--- config.mk ---
export PLATFORM = sky130hd
export DESIGN_NAME = int8_dot_product_unit
export DESIGN_NICKNAME = d
export VERILOG_FILES = /design/src/rtl/i8dp_pkg.sv /design/src/rtl/i8dp_ctrl.sv /design/src/rtl/i8dp_datapath.sv /design/src/rtl/int8_dot_product_unit.sv
export SDC_FILE = /design/constraint.sdc
export NUM_CORES = 1
export LEC_CHECK = 0
export BUFFER_PORTS_ARGS = -buffer_cell sky130_fd_sc_hd__buf_2
export CAP_MARGIN = 40
export CORE_ASPECT_RATIO = 2
export CORE_MARGIN = 5
export CORE_UTILIZATION = 52
export CTS_CLUSTER_SIZE = 28
export DETAILED_ROUTE_END_ITERATION = 6
export GPL_TIMING_DRIVEN = 0
export PLACE_DENSITY = 0.69
export REMOVE_ABC_BUFFERS = 1
export SYNTH_ARGS = -nofsm -noshare
export SYNTH_HDL_FRONTEND = slang
export SYNTH_SLANG_ARGS = --single-unit
--- constraint.sdc ---
create_clock -name clk -period 10.2 [get_ports clk]
set_clock_uncertainty 0.15 [all_clocks]
set_input_delay 0.51 -clock clk [delete_from_list [all_inputs] [get_ports clk]]
set_output_delay 0.51 -clock clk [all_outputs]
set_load 0.02 [all_outputs]
--- src/rtl/i8dp_pkg.sv ---
// ----------------------------------------------------------------------------
// i8dp_pkg
// Types, register codes and helpers of the int8 dot-product unit.
// ----------------------------------------------------------------------------
package i8dp_pkg;

    localparam int LANES_DEFAULT  = 16;
    localparam int BYTES_PER_WORD = 4;
    localparam int DATA_W         = 32;
    localparam int OFFSET_W       = 9;
    localparam int PROD_W         = 18;

    // Access kinds
    localparam logic KIND_WRITE = 1'b0;
    localparam logic KIND_READ  = 1'b1;

    // Register map
    localparam logic [3:0] REG_FILTER_BASE = 4'd4;
    localparam logic [3:0] REG_ACC         = 4'd8;

    localparam logic signed [OFFSET_W-1:0] OFFSET_MIN = -9'sd128;
    localparam logic signed [OFFSET_W-1:0] OFFSET_MAX = 9'sd128;

    typedef struct packed {
        logic              kind;
        logic [3:0]        reg_index;
        logic [DATA_W-1:0] write_data;
    } in_item_t;

    typedef struct packed {
        logic signed [DATA_W-1:0] read_data;
        logic                     bad_register;
    } out_item_t;

    // Commands from the controller to the datapath
    typedef struct packed {
        logic store_input;
        logic store_filter;
        logic acc_clear;
        logic mac_mul;
        logic mac_add;
        logic rsp_load;
        logic rsp_sum;
        logic rsp_bad;
    } dp_cmd_t;

    // Clamp a written offset to the supported range
    function automatic logic signed [OFFSET_W-1:0] sat_offset(
        input logic signed [OFFSET_W-1:0] v
    );
        logic signed [OFFSET_W-1:0] r;
        begin
            r = v;
            if (v < OFFSET_MIN)
            begin
                r = OFFSET_MIN;
            end
            else if (v > OFFSET_MAX)
            begin
                r = OFFSET_MAX;
            end
            return r;
        end
    endfunction

endpackage

--- src/rtl/i8dp_ctrl.sv ---
// ----------------------------------------------------------------------------
// i8dp_ctrl
// Controller: decodes accesses, sequences the lane-by-lane MAC and
// raises the result strobe.
// ----------------------------------------------------------------------------
module i8dp_ctrl #(
    parameter int LANES = i8dp_pkg::LANES_DEFAULT,
    parameter int CW    = $clog2(LANES + 1)
) (
    input  logic               clk,
    input  logic               rst_n,
    input  logic               start,
    input  i8dp_pkg::in_item_t req,
    output logic               busy,
    output logic               done,
    output i8dp_pkg::dp_cmd_t  cmd,
    output logic [CW-1:0]      lane
);
    import i8dp_pkg::*;

    localparam logic ST_IDLE = 1'b0;
    localparam logic ST_MAC  = 1'b1;

    localparam logic [CW-1:0] LAST_LANE = CW'(LANES);

    logic          state_reg;
    logic          state_next;
    logic [CW-1:0] cnt_reg;
    logic [CW-1:0] cnt_next;
    logic          done_reg;
    logic          done_next;
    logic          accept;

    assign accept = start && (state_reg == ST_IDLE);

    // Decode accesses and step through the lanes
    always_comb
    begin
        state_next = state_reg;
        cnt_next   = cnt_reg;
        cmd        = '0;
        case (state_reg)
            ST_IDLE:
            begin
                if (accept)
                begin
                    if (req.kind == KIND_WRITE)
                    begin
                        cmd.rsp_load = 1'b1;
                        if (req.reg_index < REG_FILTER_BASE)
                        begin
                            cmd.store_input = 1'b1;
                        end
                        else if (req.reg_index < REG_ACC)
                        begin
                            cmd.store_filter = 1'b1;
                        end
                        else
                        begin
                            cmd.rsp_bad = 1'b1;
                        end
                    end
                    else if (req.reg_index == REG_ACC)
                    begin
                        cmd.acc_clear = 1'b1;
                        cnt_next      = '0;
                        state_next    = ST_MAC;
                    end
                    else
                    begin
                        cmd.rsp_load = 1'b1;
                        cmd.rsp_bad  = 1'b1;
                    end
                end
            end
            ST_MAC:
            begin
                cmd.mac_mul = (cnt_reg != LAST_LANE);
                cmd.mac_add = (cnt_reg != '0);
                cnt_next    = cnt_reg + CW'(1);
                if (cnt_reg == LAST_LANE)
                begin
                    cmd.rsp_load = 1'b1;
                    cmd.rsp_sum  = 1'b1;
                    state_next   = ST_IDLE;
                end
            end
            default:
            begin
                state_next = ST_IDLE;
            end
        endcase
        done_next = cmd.rsp_load;
    end

    // Hold state, lane count and strobe
    always_ff @(posedge clk or negedge rst_n)
    begin
        if (!rst_n)
        begin
            state_reg <= ST_IDLE;
            cnt_reg   <= '0;
            done_reg  <= 1'b0;
        end
        else
        begin
            state_reg <= state_next;
            cnt_reg   <= cnt_next;
            done_reg  <= done_next;
        end
    end

    assign busy = (state_reg == ST_MAC);
    assign done = done_reg;
    assign lane = cnt_reg;

endmodule

--- src/rtl/i8dp_datapath.sv ---
// ----------------------------------------------------------------------------
// i8dp_datapath
// Byte stores, offset register, shared multiplier, accumulator and
// result register.
// ----------------------------------------------------------------------------
module i8dp_datapath #(
    parameter int LANES = i8dp_pkg::LANES_DEFAULT,
    parameter int CW    = $clog2(LANES + 1)
) (
    input  logic                                  clk,
    input  logic                                  rst_n,
    input  i8dp_pkg::in_item_t                    req,
    input  i8dp_pkg::dp_cmd_t                     cmd,
    input  logic [CW-1:0]                         lane,
    input  logic                                  cfg_wr,
    input  logic signed [i8dp_pkg::OFFSET_W-1:0]  cfg_data,
    output i8dp_pkg::out_item_t                   rsp
);
    import i8dp_pkg::*;

    localparam int ROWS  = (LANES + BYTES_PER_WORD - 1) / BYTES_PER_WORD;
    localparam int RW    = (ROWS > 1) ? $clog2(ROWS) : 1;
    localparam int ACC_W = PROD_W + $clog2(LANES);

    logic [DATA_W-1:0]              in_rows_reg  [ROWS];
    logic [DATA_W-1:0]              flt_rows_reg [ROWS];
    logic signed [OFFSET_W-1:0]     off_reg;
    logic signed [PROD_W-1:0]       prod_reg;
    logic signed [PROD_W-1:0]       prod_next;
    logic signed [ACC_W-1:0]        acc_reg;
    logic signed [ACC_W-1:0]        acc_next;
    out_item_t                      rsp_reg;
    out_item_t                      rsp_next;

    logic                           wr_in_range;
    logic [RW-1:0]                  wr_row;
    logic [RW-1:0]                  rd_row;
    logic [4:0]                     rd_bit;
    logic [DATA_W-1:0]              in_word;
    logic [DATA_W-1:0]              flt_word;
    logic signed [7:0]              in_byte;
    logic signed [7:0]              flt_byte;
    logic signed [OFFSET_W:0]       opnd;

    // Word address of a store write, dropped beyond the last row
    assign wr_in_range = (int'(req.reg_index[1:0]) < ROWS);
    assign wr_row      = RW'(req.reg_index[1:0]);

    // Write the byte stores one word at a time
    always_ff @(posedge clk or negedge rst_n)
    begin
        if (!rst_n)
        begin
            for (int r = 0; r < ROWS; r++)
            begin
                in_rows_reg[r]  <= '0;
                flt_rows_reg[r] <= '0;
            end
        end
        else
        begin
            if (cmd.store_input && wr_in_range)
            begin
                in_rows_reg[wr_row] <= req.write_data;
            end
            if (cmd.store_filter && wr_in_range)
            begin
                flt_rows_reg[wr_row] <= req.write_data;
            end
        end
    end

    // Hold the clamped offset
    always_ff @(posedge clk or negedge rst_n)
    begin
        if (!rst_n)
        begin
            off_reg <= '0;
        end
        else if (cfg_wr)
        begin
            off_reg <= sat_offset(cfg_data);
        end
    end

    // Select the current lane and form its product
    always_comb
    begin
        rd_row    = RW'(lane >> 2);
        rd_bit    = {lane[1:0], 3'b000};
        in_word   = in_rows_reg[rd_row];
        flt_word  = flt_rows_reg[rd_row];
        in_byte   = in_word[rd_bit +: 8];
        flt_byte  = flt_word[rd_bit +: 8];
        opnd      = (OFFSET_W + 1)'(in_byte) + (OFFSET_W + 1)'(off_reg);
        prod_next = opnd * flt_byte;
        acc_next  = acc_reg + ACC_W'(prod_reg);
    end

    // Build the result of the current access
    always_comb
    begin
        rsp_next.read_data    = '0;
        rsp_next.bad_register = cmd.rsp_bad;
        if (cmd.rsp_sum)
        begin
            rsp_next.read_data = DATA_W'(acc_next);
        end
    end

    // Advance the MAC pipeline and load the result
    always_ff @(posedge clk)
    begin
        if (cmd.mac_mul)
        begin
            prod_reg <= prod_next;
        end
        if (cmd.acc_clear)
        begin
            acc_reg <= '0;
        end
        else if (cmd.mac_add)
        begin
            acc_reg <= acc_next;
        end
        if (cmd.rsp_load)
        begin
            rsp_reg <= rsp_next;
        end
    end

    assign rsp = rsp_reg;

endmodule

--- src/rtl/int8_dot_product_unit.sv ---
// ----------------------------------------------------------------------------
// int8_dot_product_unit
// Register-mapped int8 dot-product unit with a configurable input offset.
// ----------------------------------------------------------------------------
// Usage:
//   Request channel: drive req and raise start; the access is taken at a
//   rising edge with start high and busy low.
//   Result channel: done is high for one cycle with rsp; the receiver
//   cannot stall, so every result must be taken in that cycle.
//   Configuration: cfg_data is written to the offset register when
//   cfg_valid and cfg_ready are both high; it is clamped to -128..128.
//   Store writes and bad accesses: result in the cycle after acceptance,
//   busy stays low, so one such access may be issued every cycle.
//   Accumulate read: busy while one multiplier walks the lanes (one
//   product per cycle plus one final add), result in the cycle after
//   that; no new access is taken while busy.
//   Reset clears both byte stores, the offset and the controller; the
//   block is ready in the first cycle after reset.
// ----------------------------------------------------------------------------
module int8_dot_product_unit #(
    parameter int LANES = i8dp_pkg::LANES_DEFAULT
) (
    input  logic                                  clk,
    input  logic                                  rst_n,
    input  logic                                  start,
    output logic                                  busy,
    input  i8dp_pkg::in_item_t                    req,
    output logic                                  done,
    output i8dp_pkg::out_item_t                   rsp,
    input  logic                                  cfg_valid,
    output logic                                  cfg_ready,
    input  logic signed [i8dp_pkg::OFFSET_W-1:0]  cfg_data
);
    import i8dp_pkg::*;

    localparam int CW = $clog2(LANES + 1);

    dp_cmd_t       cmd;
    logic [CW-1:0] lane;
    logic          cfg_wr;

    // Take offset writes whenever no read is in flight
    assign cfg_ready = ~busy;
    assign cfg_wr    = cfg_valid && cfg_ready;

    i8dp_ctrl #(
        .LANES (LANES),
        .CW    (CW)
    ) u_ctrl (
        .clk   (clk),
        .rst_n (rst_n),
        .start (start),
        .req   (req),
        .busy  (busy),
        .done  (done),
        .cmd   (cmd),
        .lane  (lane)
    );

    i8dp_datapath #(
        .LANES (LANES),
        .CW    (CW)
    ) u_datapath (
        .clk      (clk),
        .rst_n    (rst_n),
        .req      (req),
        .cmd      (cmd),
        .lane     (lane),
        .cfg_wr   (cfg_wr),
        .cfg_data (cfg_data),
        .rsp      (rsp)
    );

endmodule

==> results.md <==
- Fin Setup TNS: 0 ns
- Placed cell area: 0.0200 mm²
- Crit path max fanout: 36
- Fmax: 116 MHz
- Layout cells sized above 1: 0.333
- Commonest non-fill, non-tap cell in the layout: dfrtp_1
- Min cycle time layout: 8.60 ns
- Largest stage delay, worst path: 0.89 ns
- Max_cap viols: 0
- Largest net degree at the start of global routing: 125
- CP max stage cell: dfrtp_4
- Status: finished clean
- CTS tree: built
- Vias in the first global route: 12,786
- Antenna violations before repair: 0
- Routed wire length per instance: 19.9 µm
- Root buffer cell: clkbuf_16
- Final hold viol count: 0
- Top cell type's share of synthesized area: 0.360
- Synth-to-Final Area Change: 11.2%
- Placed cell count: 1,955
- Worst Hold Class: in2reg
- DR vias/cell: 5.80
- Avg Inst Size Synth: 12.9 µm²
- Clock Sink Count: 335
- Worst slew pin tran: 1.01 ns
- H-Tree Depth: 1
- Worst setup path category: reg2reg
- Post-CTS Setup Inserts: 0
- Max Slew Vio Count: 0
- CP endpoint kind: flop
- Yosys warning count: 0
- Wire length of the first global-routing pass: 66,100 µm
- Async S/R FF share, synth: 0.812
- Fin util: 0.587
- Std cell rows: 98
- EDFF count, synth: 41
- Yosys reg bits: 335
- GR Overflow Total: 0
- Clock Latency Late Sink: 0.57 ns
- Detail Route Antenna Nets: 0
- Die area: 0.0405 mm²
- Top post-synthesis cells by area: dfrtp_1, mux2_2, mux4_2
- Die Ht: 280 µm
- Rel. slew slack: 0.320
- Pre-antenna DRT Iters: 4
- Port-buffer cells: 85
- Final net count: 1,724
- Nature of the critical path startpoint: flop
- Synth Area in Simple Gates: 0.0659
- Reg clk slew, reported paths: 0.07 ns
- Yosys cell types: 68
- Most used DFF post-synth: dfrtp_1
- Post-synth top area cell: dfrtp_1
- Syn Inst Count: 1,463
- Critical Path AT: 8.77 ns
- Worst Path Required: 10.37 ns
- Vias: 11,670
- Synth Area in XOR/XNOR: 0.0203
- Tot GR Track Use: 0.204
- Register area share after synthesis: 0.449
- Initial Util: 0.528
- Core area: 0.0358 mm²
- Global placement routability congestion: 0.810
- Most frequent cells in the layout: dfrtp_1, mux2_2, nor2_1
- RSZ-0062 raised after global routing: false
- Largest family of logic cells by synthesized area: multiplexers
- Total CTS buffers: 30
- Mux contribution to synthesized area: 0.247
- Cell area after layout: 0.0210 mm²
- I/O Pins: 86
- Die X: 145 µm
- Non-Filler Instances: 2,011
- Post-synthesis compound-gate area fraction: 0.0622
- Starting DRT DRC Count: 355
- DRC: 0
- CTS max path bufs: 3
- Setup-failing EPs final: 0
- Adder-cell share of the synthesized area: 0.114
- Placed wire-length estimate: 29,700 µm
- Synthesized cell area: 0.0189 mm²
- Tcrit/Tclk final: 0.843
- DRT Wirelength: 40,000 µm
metal layers:
layer / track usage / part of all wire / up-vias
li1: - / - / 5365
met1: 0.232 / 0.37 / 6059
met2: 0.395 / 0.58 / 188
met3: 0.0220 / 0.029 / 58
met4: 0.0579 / 0.025 / 0
met5: 0 / 0 / -
final cells by class:
class,count,area [µm²]
fillers,2891,14800
flip-flops and latches,335,8490
repair buffers,118,906
well taps,450,563
multi-input cells,952,9670
clock buffers,45,910
inverters,101,379
diodes,1,2.50
clock inverters,9,97.6
final timing paths:
kind | slack (ns) | depth (start not counted) | startpoint | end
setup / recovery | 1.60 | 28 | u_ctrl.lane[2] | u_datapath.prod_reg[17]
hold / removal | 0.05 | 2 | cfg_data[4] | u_datapath.off_reg[4]
setup reg to reg | 1.60 | 28 | u_ctrl.lane[2] | u_datapath.prod_reg[17]
hold reg to reg | 0.31 | 2 | u_datapath.acc_reg[6] | u_datapath.acc_reg[6]
max in group asynchronous | 8.20 | 4 | rst_n | u_datapath.flt_rows_reg[64]
min in group asynchronous | 0.23 | 2 | rst_n | u_datapath.flt_rows_reg[119]
worst max-delay path, delay by kind of cell, from the launching register on:
| kind | cells | cell delay (ns) |
|---|---|---|
| fa+ha+maj | 7 | 2.68 |
| mux | 2 | 1.05 |
| buf+inv | 4 | 0.51 |
| simple gates | 4 | 1.18 |
| compound gates | 8 | 1.36 |
| xor+xnor | 3 | 0.46 |
| flops | 1 | 0.89 |
synth_stat cells, types with 7 or more instances:
library cell and instances:
a211oi_1 7, a21boi_0 8, a21o_1 20, a21oi_1 35, a22o_1 7, and3_1 13
buf_1 10, buf_2 21, buf_4 14, clkbuf_1 24, dfrtp_1 272, dfxtp_1 22
edfxtp_1 41, fa_1 61, ha_1 75, inv_1 99, mux2_1 9, mux2_2 251
mux2i_1 12, mux4_2 72, nand2_1 48, nand2b_1 7, nand3_1 11, nor2_1 102
nor2b_1 22, nor3_1 18, o211ai_1 7, o21a_1 10, o21ai_0 26, o21ai_1 7
or3_1 14, xnor2_1 24, xor2_1 18
cell families (layout without fill, tap and decap cells):
kind of cell | count (synthesis) | after routing
adder cells (fa/ha/maj) | 136 | 136
other | 0 | 1
XOR/XNOR | 43 | 43
multiplexers | 344 | 344
flip-flops | 335 | 335
AND/OR/NAND/NOR | 262 | 262
buffers and inverters | 176 | 273
AO/OA/AOI/OAI | 167 | 167
what timing repair did:
action / in CTS / in global routing
gates resized for setup: 0 / 0
hold endpoints to repair: 27 / 0
hold buffers: 1 / 0
stage by stage:
stage | hold WS, ns | worst slack [ns]
2_1_floorplan | 0.0644 | 0.982
3_3_place_gp | 0.297 | -0.974
3_5_place_dp | 0.232 | 1.58
4_1_cts | 0.0363 | 1.57
5_1_grt | 0.0563 | 1.07
6_report | 0.0540 | 1.60
Power is left out: the tool's default activity adds up to more than one toggle a clock period on the data nets, which glitch-free logic cannot reach.
